--- src/design/spi_slave_block_bridge_core_defines.svh ---
// Assertion macros for the SPI slave block bridge.
// Used by the top level only; no other dependencies.
`ifndef SPI_SLAVE_BLOCK_BRIDGE_CORE_DEFINES_SVH
`define SPI_SLAVE_BLOCK_BRIDGE_CORE_DEFINES_SVH

// same-cycle implication
`define SSBB_ASSERT_IMPL(label, clk, rst_n, ante, cons) \
	label: assert property (@(posedge clk) disable iff (!rst_n) (ante) |-> (cons)) \
	else $error("ssbb: assertion failed");

// next-cycle implication
`define SSBB_ASSERT_NEXT(label, clk, rst_n, ante, cons) \
	label: assert property (@(posedge clk) disable iff (!rst_n) (ante) |=> (cons)) \
	else $error("ssbb: assertion failed");

`endif

--- src/design/ssbb_pkg.sv ---
// Shared types and constants of the SPI slave block bridge.
// No dependencies; imported by every module of the block except ssbb_ram.
package ssbb_pkg;

	// FIFO_DEPTH must be a power of two (pointers wrap naturally)
	localparam int FIFO_DEPTH = 1024;
	localparam int FIFO_AW    = $clog2(FIFO_DEPTH);
	localparam int CNT_W      = FIFO_AW + 1;
	localparam int LEVEL_W    = 11;
	localparam int MAX_BLOCK  = 32;
	localparam int BUF_DEPTH  = MAX_BLOCK + 1;
	localparam int BUF_AW     = $clog2(BUF_DEPTH);
	localparam int LEN_W      = 6;

	localparam logic [7:0] ST_BASE      = 8'h50;
	localparam logic [7:0] ST_OUT_EMPTY = 8'h01;
	localparam logic [7:0] ST_IN_FULL   = 8'h02;
	localparam logic [7:0] ST_LEN_ERR   = 8'h04;
	localparam logic [7:0] ST_CHK_ERR   = 8'h08;

	localparam logic [4:0] CMD_NONE   = 5'd0;
	localparam logic [4:0] CMD_STATUS = 5'd1;
	localparam logic [4:0] CMD_READ   = 5'd10;
	localparam logic [4:0] CMD_WRITE  = 5'd20;
	localparam logic [4:0] CMD_SETLEN = 5'd30;

	localparam logic [LEN_W-1:0] LEN_DEFAULT = (MAX_BLOCK >= 16) ? LEN_W'(16) : LEN_W'(8);

	typedef enum logic [1:0] {
		OP_SPI  = 2'd0,
		OP_PUSH = 2'd1,
		OP_POP  = 2'd2,
		OP_NONE = 2'd3
	} op_t;

	typedef enum logic [2:0] {
		PH_IDLE, PH_RESP, PH_SETLEN, PH_WDATA, PH_RDATA, PH_RTAIL, PH_MSTAT, PH_END
	} phase_t;

	typedef enum logic [3:0] {
		E_IDLE, E_EXEC, E_POPRD, E_BUFRD, E_FILL_RD, E_FILL_WR, E_APP_RD, E_APP_WR, E_DONE
	} eng_state_t;

	// classified item handed from front to back
	typedef struct packed {
		logic       is_spi;
		logic       is_push;
		logic       is_pop;
		logic [7:0] data;
	} item_t;

	typedef struct packed {
		logic [LEVEL_W-1:0] level;
		logic               notify;
		logic               push_ok;
		logic               pop_valid;
		logic [7:0]         pop_byte;
		logic               load;
		logic [7:0]         tx;
	} res_t;

endpackage

--- src/design/ssbb_front.sv ---
// Front end: accepts input transfers, classifies them, two-entry queue.
// Depends on ssbb_pkg.
module ssbb_front (
	input  logic          clk,
	input  logic          arst_n,
	input  logic          in_valid,
	output logic          in_ready,
	input  logic [1:0]    in_op,
	input  logic [7:0]    in_data,
	output logic          q_valid,
	output ssbb_pkg::item_t q_item,
	input  logic          q_take
);
	import ssbb_pkg::*;

	item_t      ent_q [2];
	item_t      cls;
	logic       wp_q, rp_q;
	logic [1:0] cnt_q;
	logic       enq, deq;

	always_comb begin
		cls      = '0;
		cls.data = in_data;
		unique case (op_t'(in_op))
			OP_SPI:  cls.is_spi  = 1'b1;
			OP_PUSH: cls.is_push = 1'b1;
			OP_POP:  cls.is_pop  = 1'b1;
			default: ;
		endcase
	end

	assign in_ready = (cnt_q != 2'd2);
	assign q_valid  = (cnt_q != 2'd0);
	assign q_item   = ent_q[rp_q];
	assign enq      = in_valid && in_ready;
	assign deq      = q_take && q_valid;

	always_ff @(posedge clk or negedge arst_n) begin
		if (!arst_n) begin
			wp_q  <= 1'b0;
			rp_q  <= 1'b0;
			cnt_q <= 2'd0;
		end else begin
			if (enq) wp_q <= ~wp_q;
			if (deq) rp_q <= ~rp_q;
			cnt_q <= cnt_q + {1'b0, enq} - {1'b0, deq};
		end
	end

	always_ff @(posedge clk) begin
		if (enq) begin
			ent_q[wp_q] <= cls;
		end
	end
endmodule

--- config.mk ---
export PLATFORM = sky130hd
export DESIGN_NAME = ssbb_front
export DESIGN_NICKNAME = d
export VERILOG_FILES = /design/src/design/spi_slave_block_bridge_core_defines.svh /design/src/design/ssbb_pkg.sv /design/src/design/ssbb_front.sv
export SDC_FILE = /design/constraint.sdc
export NUM_CORES = 1
export LEC_CHECK = 0
export ABC_CLOCK_PERIOD_IN_PS = 4200
export BUFFER_PORTS_ARGS = -buffer_cell sky130_fd_sc_hd__buf_2
export CORE_UTILIZATION = 54
export DETAILED_ROUTE_END_ITERATION = 16
export GPL_ROUTABILITY_DRIVEN = 0
export PLACE_DENSITY_LB_ADDON = 0.15
export SYNTH_ARGS = -nofsm -noshare
export SYNTH_HDL_FRONTEND = slang
export SYNTH_SLANG_ARGS = --single-unit
--- constraint.sdc ---
create_clock -name clk -period 4.2 [get_ports clk]
set_input_delay 0.84 -clock clk [delete_from_list [all_inputs] [get_ports clk]]
set_output_delay 0.84 -clock clk [all_outputs]
set_load 0.005 [all_outputs]
==> impl_metrics.ini, run 1 <==
[route]
vias = 567
drc_errors = 0
ant_nets = 0
wl_um = 1400
via_per_inst = 5.018
drtIter0Drc = 8
routedWlPerCell_um = 12.39
first_pass_iters = 4

[synth]
synth_area_leader_cell = edfxtp_1
synth_edf_count = 22
synth_area_um2 = 1040
ys_types = 17
syn-instance-count = 59
synth.most_common_cell = edfxtp_1
synth_seq_area_share_pct = 73.16
syn-mean-instance-area_um2 = 17.62
yosysWarnings = 0
netlist_top_cells_area = edfxtp_1, mux2_2, dfrtp_1
ys_seq_elements = 26
ys_async_sr_fraction_pct = 15.38
synth_top_area_share_pct = 63.54
synth-main-ff-cell = edfxtp_1
synthTopCellsByCount = edfxtp_1, mux2_2, dfrtp_1, nor2_1
syn-num-nets = 74

[placed_design]
hpwlAfterDp_um = 974.9
placed_area_um2 = 1196
port-buffer-count = 26
dp.cells = 109

[sta]
fin_skew_ns = 0.008835
hold_viol_final = 0
slew_headroom_pct = 41.64
tightest_slew_ns = 0.8722
maxSlewViolCount = 0
rsz0062_at_grt = no
setup_tns_ns = 0
setup_violations = 0
clock.fmax_mhz = 426.6
layout_min_cycle_time_ns = 2.344
min_period_over_period_pct = 55.81

[clocking]
cts_tree = built
post-cts-setup-buffer-count = 0
h-tree-depth = 1
cts-root-buf = clkbuf_4
clk_pin_slew_ns = 0.13
numCtsBuffers = 3
clockBufferDepth = 2
clk_latency_ns = 0.31
cts_num_sinks = 26
postCtsResizedCells = 0
cts_hold_buf = 0

[die]
dieArea_um2 = 2105
ios = 27
initial_utilization_pct = 58.94
die_w_um = 45.88
rows = 15
core_area_um2 = 1764
die_h_um = 45.88

[layout]
area_growth_syn_to_layout_pct = 20.10
antenna_cells = 0
stdcell_count = 113
fill_cells = 141
final_area_um2 = 1249
nNetsFinal = 104
layout-drive-gt1-share_pct = 48.86

[status]
status = completed

[critical_path]
cp_slowest_cell = dfrtp_1
crit_type = reg -> out
path_max_fanout = 12
rr_worst_depth = 3
cp.depth = 2
cp-end-kind = primary output
cp_top_family = flip-flops
start_kind = flop
max_stage_delay_ns = 0.68
path_buf_inv = 1
crit_path_cell_trace = mux2_2 > buf_2
arrival_ns = 1.50
required_ns = 3.36

[grt]
grt_usage_pct = 14.54
antenna_found_initial = 0
grt_max_degree = 16
grt_pass1_wl_um = 2083
grt_pass1_vias = 514
overflow = 0

[pwr]
power_density_nw_per_um2 = 644.3
ir_drop_v = 0.0005214
fin_total_pwr_uw = 804.6
p_leak_uw = 0.0004880

[min_path]
hold_class = in -> async

[job]
drv_cap = 0
## cells by family after synthesis
group / count (synthesis) / synth area share [%]
simple gates: 14 / 7.823
fa+ha+maj: 1 / 1.203
compound gates: 3 / 2.887
xor+xnor: 3 / 2.528
flops: 26 / 73.16
buf+inv: 1 / 0.4809
mux: 11 / 11.91
## per-layer routing
layer  vias to the layer above  track usage [%]  part of all wire, %
met3                         2            2.381                  3.5
met2                        14            23.94                   49
met5                         -                0                    0
li1                        279                -                    -
met1                       272            18.60                   47
met4                         0            7.059                 0.71
## path summary, 6_finish.rpt
check,startpoint,to,slack [ns]
max,rp_q,q_item[8],1.86
min,arst_n,cnt_q[0],0.31
max reg2reg,cnt_q[0],ent_q[0][0],2.44
min reg2reg,wp_q,wp_q,0.52
max in group asynchronous,arst_n,rp_q,3.76
min in group clk,wp_q,wp_q,0.52
## placed cells by master (no fill, tap or decap)
cell	instances
nor2_1	4
nand3_1	1
bufinv_16	1
nor2b_1	3
ha_1	1
or2_1	1
nand2b_1	1
mux2_2	11
o21ai_0	1
buf_2	26
and3_1	1
clkbuf_4	3
nand2_1	2
nor4bb_2	1
o21ba_1	1
dfrtp_1	4
xnor2_1	3
a311oi_2	1
edfxtp_1	22
## cell type report
class	instances	area [um2]	share of cell area (%)
well taps	25	31.28	2.505
multi-input cells	32	274.0	21.94
clock inverters	1	30.03	2.405
flip-flops and latches	26	760.7	60.92
repair buffers	26	130.1	10.42
clock buffers	3	22.52	1.804
## sequential cells by signal (all words and copies together) (netlist names)
signal and flops:
cnt_q 2, ent_q 22, rp_q 1, wp_q 1
## report_power, final
part	leakage, uW	switching, uW	total [uW]	internal, uW
sequential	0.000253	51.5	410	359
clock	0.0000279	69.8	166	96.4
combinational	0.000207	94.7	228	133
total	0.000488	216	805	589
## metrics by stage
stage / utilization, % / worst slack (ns) / hold WS [ns]
finish: 70.78 / 1.856 / 0.3145
global route: 70.78 / 1.772 / 0.3084
CTS: 70.78 / 1.819 / 0.3118
detailed placement: 67.80 / 1.997 / 0.4930
global placement: 67.80 / 2.048 / 0.4790
floorplan: - / 2.421 / 0.4602
Note: power is estimated with default switching activity, not from simulation.
==> run 2, diff against run 1 <==
--- a/config.mk
+++ b/config.mk
@@ -5,9 +5,9 @@
 export SDC_FILE = /design/constraint.sdc
 export NUM_CORES = 1
 export LEC_CHECK = 0
-export ABC_CLOCK_PERIOD_IN_PS = 4200
+export ABC_CLOCK_PERIOD_IN_PS = 2300
 export BUFFER_PORTS_ARGS = -buffer_cell sky130_fd_sc_hd__buf_2
-export CORE_UTILIZATION = 54
+export CORE_UTILIZATION = 50
 export DETAILED_ROUTE_END_ITERATION = 16
 export GPL_ROUTABILITY_DRIVEN = 0
 export PLACE_DENSITY_LB_ADDON = 0.15
==> constraint.sdc (replaced) <==
create_clock -name clk -period 2.3 [get_ports clk]
set_input_delay 0.46 -clock clk [delete_from_list [all_inputs] [get_ports clk]]
set_output_delay 0.46 -clock clk [all_outputs]
set_load 0.005 [all_outputs]
==> run 2 against run 1 <==
Effect of this change: wire length rose by 5.1%; global-route usage rose by 0.24 points; sequential power rose by 83%; power rose by 84%; largest cell class unchanged; final cell count rose by 4.4%; critical path type unchanged; non-clock buffer count rose by 3; count of clock-buffer cells in the layout did not move; first-iteration DRC count rose by 25%; sequential share of layout area fell by 1.3 points.
==> impl_metrics.ini, run 2 (same netlist as run 1, synthesis figures left out) <==
[job]
drv_cap = 0

[grt]
grt_pass1_vias = 549
grt_pass1_wl_um = 2208
grt_usage_pct = 14.78
antenna_found_initial = 0
overflow = 0
grt_max_degree = 16

[route]
via_per_inst = 4.915
dr.max_layer_used = met4
drc_errors = 0
wl_um = 1472
routedWlPerCell_um = 12.47
vias = 580
drtIter0Drc = 10
wl_met2_um = 783
ant_nets = 0
dr_wl_met3_um = 60
met1Wirelength_um = 620
first_pass_iters = 4

[sta]
slew_headroom_pct = 64.83
rsz0062_at_grt = no
finalHoldWorstSlack_ns = 0.3325
layout_min_cycle_time_ns = 1.959
clock.fmax_mhz = 510.5
tightest_slew_ns = 0.5275
setup_tns_ns = 0
setup_violations = 0
min_period_over_period_pct = 85.17
fin_skew_ns = 0.005457
hold_viol_final = 0
maxSlewViolCount = 0

[layout]
seqCellArea_um2 = 760.7
nNetsFinal = 107
layout_common_cells = buf_2, edfxtp_1, mux2_2
largest_reg_flops = 22
final_common_cell = buf_2
area_growth_syn_to_layout_pct = 22.74
fill_cells = 158
final_area_um2 = 1276
layout-drive-gt1-share_pct = 49.45
antenna_cells = 0
stdcell_count = 118
regMostFlops = ent_q
multi_input_comb_area_um2 = 274.0
biggestRegsByFlops = ent_q: 22 flops, cnt_q: 2 flops

[critical_path]
path_max_fanout = 12
arrival_ns = 1.50
r2r_start = cnt_q[0]
start_kind = flop
required_ns = 1.84
r2r_slack_ns = 0.82
crit_type = reg -> out
r2r_end = ent_q[1][7]
cp-end-kind = primary output
rr_worst_depth = 2

[status]
status = completed

[clocking]
clk_pin_slew_ns = 0.13
cts-root-buf = clkbuf_4
postCtsResizedCells = 0
clk_latency_ns = 0.30
h-tree-depth = 1
numCtsBuffers = 3
clockBufferDepth = 2
cts_tree = built
cts_num_sinks = 26

[die]
rows = 16
die_h_um = 47.60
core_area_um2 = 1962
die_w_um = 47.60
initial_utilization_pct = 53.00
dieArea_um2 = 2266
ios = 27

[min_path]
hold_start = in_data[0]
hold_class = in -> reg
hold_path_depth = 1
hold_end = ent_q[0][0]

[placed_design]
hpwlAfterDp_um = 1055
placed_area_um2 = 1214
dp.cells = 113
port-buffer-count = 26

[pwr]
power_density_nw_per_um2 = 1160
ir_drop_v = 0.0006596
p_leak_uw = 0.0005025
-- run 2: cell types whose count changed in the layout (fill, tap and decap cells not counted) --
| cell | previous run | this run |
|---|---|---|
| buf_4 | 0 | 2 |
| dlygate4sd3_1 | 0 | 1 |
-- run 2: worst max-delay path, cell delays in order (launching register included) --
cell and delay (ns):
dfrtp_1 0.68, mux2_2 0.40, buf_2 0.12
-- run 2: worst max-delay path by stage --
stage          startpoint     endpoint  slack [ns]  depth (start not counted)
5_1_grt              rp_q    q_item[6]        0.23                          2
2_1_floorplan    cnt_q[0]  ent_q[0][0]        0.77                          3
3_5_place_dp         rp_q    q_item[4]        0.66                          2
4_1_cts              rp_q    q_item[4]        0.30                          2
6_report             rp_q    q_item[4]        0.34                          2
3_3_place_gp         rp_q    q_item[6]        0.68                          2
-- run 2: layout make-up --
class | count | area share [%]
Clock buffer | 3 | 1.765
Timing Repair Buffer | 29 | 12.16
Tap cell | 27 | 2.647
Sequential cell | 26 | 59.61
Multi-Input combinational cell | 32 | 21.47
Clock inverter | 1 | 2.353
-- run 2: stage by stage --
step                      worst slack [ns]  utilization, %  power [uW]
after floorplan                     0.7737               -        1023
after global placement              0.6770           61.86        1191
after detailed placement            0.6599           61.86        1205
after CTS                           0.2994           65.05        1504
after global routing                0.2318           65.05        1580
final                               0.3411           65.05        1481
-- run 2: metal layers --
layer | vias to the layer above | track usage (%)
met5 | - | 0
met4 | 0 | 5.000
met3 | 2 | 3.774
met2 | 14 | 27.67
met1 | 274 | 16.20
li1 | 290 | -
-- run 2: power by group --
group	switching, uW	internal (uW)	leakage [uW]	total [uW]
clock network	120	176	0.0000279	296
logic	176	259	0.000222	436
registers	95.0	654	0.000253	749
total	392	1090	0.000503	1480
-- run 2: what timing repair did --
| action | in CTS | in global routing |
|---|---|---|
| hold buffers | 1 | 0 |
| buffers inserted | 0 | 0 |
| endpoints found under the hold margin | 4 | 0 |
| endpoints found under the setup margin | 0 | 0 |
